==> src/sv/pfu_pkg.sv <==
// Package with format constants, operation codes and pipeline item types for the float unit.
package pfu_pkg;

	localparam int EXP_WIDTH  = 8;
	localparam int FRAC_WIDTH = 23;

	localparam int PK_W      = 1 + EXP_WIDTH + FRAC_WIDTH;
	localparam int MANT_W    = FRAC_WIDTH + 1;
	localparam int VAL_W     = FRAC_WIDTH + 5;
	localparam int REM_W     = MANT_W + 1;
	localparam int DIV_STEPS = FRAC_WIDTH + 5;
	localparam int LZ_W      = $clog2(VAL_W);
	localparam int EXPS_W    = ((EXP_WIDTH > LZ_W) ? EXP_WIDTH : LZ_W) + 3;
	localparam int EXP_MAX   = (2 ** EXP_WIDTH) - 1;
	localparam int EXP_BIAS  = (2 ** (EXP_WIDTH - 1)) - 1;

	typedef enum logic [1:0] {
		OP_ADD = 2'd0,
		OP_SUB = 2'd1,
		OP_MUL = 2'd2,
		OP_DIV = 2'd3
	} op_t;

	typedef struct packed {
		op_t                        op;
		logic                       spec;
		logic [PK_W-1:0]            spec_val;
		logic                       sgn;
		logic signed [EXPS_W-1:0]   ex;
		logic [VAL_W-1:0]           v;
		logic [REM_W-1:0]           r;
		logic [MANT_W-1:0]          dm;
	} item_t;

	function automatic logic [PK_W-1:0] make_inf(input logic s);
		logic [PK_W-1:0] y;
		y = '0;
		y[PK_W-1] = s;
		y[PK_W-2:FRAC_WIDTH] = '1;
		return y;
	endfunction

	function automatic logic [PK_W-1:0] make_qnan();
		logic [PK_W-1:0] y;
		y = '0;
		y[PK_W-2:FRAC_WIDTH] = '1;
		y[FRAC_WIDTH-1] = 1'b1;
		return y;
	endfunction

endpackage

==> src/sv/pfu_div_stage.sv <==
// One restoring division step of the float unit pipeline, with its stage register.
module pfu_div_stage
	import pfu_pkg::*;
(
	input  logic  clk,
	input  logic  arst_n,
	input  logic  adv,
	input  logic  vld_i,
	input  item_t itm_i,
	output logic  vld_o,
	output item_t itm_o
);

	logic               vld_s1;
	item_t              itm_s1;
	item_t              nxt;
	logic               ge;
	logic [REM_W-1:0]   diff;
	logic [REM_W-1:0]   rr;

	always_comb begin
		nxt  = itm_i;
		ge   = itm_i.r >= {1'b0, itm_i.dm};
		diff = itm_i.r - {1'b0, itm_i.dm};
		rr   = ge ? diff : itm_i.r;
		if (itm_i.op == OP_DIV && !itm_i.spec) begin
			nxt.r = {rr[REM_W-2:0], 1'b0};
			nxt.v = {itm_i.v[VAL_W-2:0], ge};
		end
	end

	always_ff @(posedge clk or negedge arst_n) begin
		if (!arst_n) begin
			vld_s1 <= 1'b0;
		end else if (adv) begin
			vld_s1 <= vld_i;
		end
	end

	always_ff @(posedge clk) begin
		if (adv) begin
			itm_s1 <= nxt;
		end
	end

	assign vld_o = vld_s1;
	assign itm_o = itm_s1;

endmodule

==> config.mk <==
export PLATFORM = sky130hd
export DESIGN_NAME = pfu_div_stage
export DESIGN_NICKNAME = d
export VERILOG_FILES = /design/src/sv/pfu_pkg.sv /design/src/sv/pfu_div_stage.sv
export SDC_FILE = /design/constraint.sdc
export NUM_CORES = 1
export LEC_CHECK = 0
export ABC_AREA = 1
export BUFFER_PORTS_ARGS = -buffer_cell sky130_fd_sc_hd__buf_2
export CORE_MARGIN = 2
export CORE_UTILIZATION = 45
export DETAILED_ROUTE_END_ITERATION = 10
export PLACE_DENSITY = 0.78
export SYNTH_ARGS = -nofsm -noshare
export SYNTH_HDL_FRONTEND = slang
export SYNTH_SLANG_ARGS = --single-unit
==> constraint.sdc <==
create_clock -name clk -period 0.8 [get_ports clk]
set_input_delay 0.04 -clock clk [delete_from_list [all_inputs] [get_ports clk]]
set_output_delay 0.04 -clock clk [all_outputs]
set_load 0.01 [all_outputs]
==> flow_summary.toml <==
[cells_and_area]
layout_commonest_cell = "nand2_1"
nets = 1390
num-fill-cells = 796
drive_gt1_frac = 0.451
final_cell_mix = "232 x nand2_1, 225 x buf_2, 124 x edfxtp_1"
area_growth_pct = 76.2

[clock_network]
cts_sinks = 125
insertion_delay_ns = 0.42
clock-root-buffer = "clkbuf_16"
cts_tree = "built"
cts_buffers = 17
clkTransAtPathRegs_ns = 0.06
cts_max_level = 4
clockBufferDepth = 2

[run_status]
outcome = "complete, but fails checks"
violations = "negative setup slack"

[timing]
fin_crit_ns = 1.44
tightest_slew_ns = 0.304
setup_violations = 155
tns_ns = -37.85
maxSlewHeadroom = 0.797
setup_slack_ns = -0.635
rsz0062_at_grt = "yes"
skew_ns = 0
post-route-period-util = 1.79
hold_viol = 0
slew_viol_final = 0
fmax_ghz = 0.697

[floorplan]
start_util = 0.460
dieArea_um2 = 15800
die_y_um = 126
io_pins = 253
dieWidth_um = 126
rows = 44
core_area_um2 = 14500

[routing]
vias = 7752
drtAntennaViolNets = 0
drtIter0Drc = 1176
wl_per_cell_um = 19.8
first_pass_iters = 8
wl_um = 28400
viasPerCell = 5.40
drc = 0

[logic_synthesis]
synthSimpleGateAreaFrac = 0.279
synth-edff-count = 124
synth_adder_area_share = 0.0479
yosysSeqAreaShare = 0.561
synth_mux_area_frac = 0.00168
synth-seq-cells = 125
synth_area_leader_cell = "edfxtp_1"
synth_area_per_cell_um2 = 8.94
ys_types = 30
ys.flop_type = "edfxtp_1"
synth_top_area_frac = 0.557
yosys.area_share.xor_xnor = 0.0118
synth_top_family_by_area = "simple AND/OR/NAND/NOR gates"
yosysWarnings = 0
synth_area_leaders = "edfxtp_1 56%, nand2_1 16%, inv_1 6.7%"
syn_nets = 901
synth_compound_area_frac = 0.0105
synth_area_um2 = 6690
async_reset_ff_frac = 0.00800
syn_inst = 748

[critical_path]
required_ns = 0.96
critical_path.startpoint = "itm_i[26]"
crit_path_start_kind = "primary input"
crit_fanout = 12
reg2reg_from = "vld_o$_DFFE_PN0P_"
reg2regPathDepth = 2
critPathKind = "in -> reg"
cp.arrival_ns = 1.60
crit_path_end_kind = "flop"

[place]
place_hpwl_um = 16600
place_congestion = 0.945
portBuffers = 252
dpl_worst_slack_ns = -1.21

[pwr]
max-vdd-ir-drop_uv = 1320
pwr_density_cell_nw_per_um2 = 1880
p_leak_uw = 0.00575

[hold_path]
hp-class = "in -> reg"
min_delay_path_depth = 3
hold_start = "itm_i[24]"

[global_route]
grt_util_all_layers = 0.327
grt_pass1_vias = 7492
grt_pass1_wl_um = 40100
grt-ovfl-total = 0
grt_start_max_net_pins = 46
grt_antenna_before_repair = 0

[job]
max_cap_violations = 0
==> registers in the layout, indices dropped and copies added, names as in the netlist <==
| register | flops |
|---|---|
| itm_o | 124 |
| vld_o | 1 |
==> critical path, cell delays in order <==
cell	delay, ns
buf_2	0.12
ha_4	0.26
nand2_4	0.06
nand2_4	0.06
nand2_4	0.08
nand2_2	0.06
nand2_2	0.07
nand3_4	0.10
nand2_4	0.11
nand4_4	0.18
clkbuf_16	0.23
nand3_1	0.10
nand3_1	0.09
==> final cells by class <==
type | count | area [um^2] | area share
multi-input cells | 476 | 3020 | 0.256
repair buffers | 488 | 3620 | 0.307
flip-flops and latches | 125 | 3750 | 0.318
clock buffers | 18 | 429 | 0.0364
inverters | 129 | 523 | 0.0444
well taps | 184 | 230 | 0.0195
clock inverters | 14 | 208 | 0.0176
diodes | 1 | 2.50 | 0.000212
==> per-layer routing <==
metal  part of all wire  global-route usage  vias to the layer above
met5                  0                   0                        -
met4              0.069               0.186                        0
met3              0.091              0.0705                      164
met2               0.50               0.570                      606
met1               0.34               0.372                     3557
li1                   -                   -                     3425
==> timing repair <==
item                       4_1_cts  5_1_grt
pin swaps                       11       34
gates cloned                     1        2
hold buffers                   103        0
setup buffers                    7       12
resized for setup               39      101
hold endpoints to repair       102        0
setup endpoints to repair      150      155
==> final timing paths <==
path / endpoint / slack, ns
hold / removal: itm_o[25]$_DFFE_PP_ / 0.01
setup / recovery: itm_o[44]$_DFFE_PP_ / -0.64
setup reg to reg: vld_o$_DFFE_PN0P_ / -0.12
hold reg to reg: vld_o$_DFFE_PN0P_ / 0.67
min in group asynchronous: vld_o$_DFFE_PN0P_ / 0.46
max in group asynchronous: vld_o$_DFFE_PN0P_ / 0.24
==> kinds of logic (layout without fill, tap and decap cells) <==
family / Yosys count / in the layout
buf+inv: 148 / 649
simple gates: 426 / 427
compound gates: 14 / 14
flops: 125 / 125
mux: 1 / 1
other cells: 0 / 1
fa+ha+maj: 25 / 25
xor+xnor: 9 / 9
==> cell usage after synthesis (2+ instances only) <==
master / n
a21oi_1: 10
buf_1: 3
buf_2: 5
buf_6: 4
clkbuf_1: 7
clkinv_1: 2
edfxtp_1: 124
ha_1: 24
inv_1: 120
inv_2: 7
nand2_1: 278
nand2_2: 4
nand3_1: 72
nand3_2: 3
nand4_1: 29
nor2_1: 26
nor2_2: 4
nor2_4: 3
nor3_2: 2
o21ai_0: 4
xor2_1: 8
==> where the power goes <==
group	internal [uW]	total, uW	switching [uW]
registers	7850	8050	199
clock network	5290	8560	3270
logic	2600	5470	2880
total	15700	22100	6350
==> through the flow <==
stage / util / power (uW) / instances / hold WS [ns] / cell area (um^2)
finish: 0.810 / 22100 / 1435 / 0.00956 / 11800
global route: 0.810 / 22800 / 1434 / 0.0126 / 11800
global placement: 0.648 / 12200 / 1279 / -0.185 / 9420
floorplan: - / 10100 / 748 / -0.256 / 7110
detailed placement: 0.648 / 12300 / 1279 / -0.181 / 9420
CTS: 0.778 / 21200 / 1422 / 0.00130 / 11300
No activity file was read; power rests on OpenSTA's default activity.
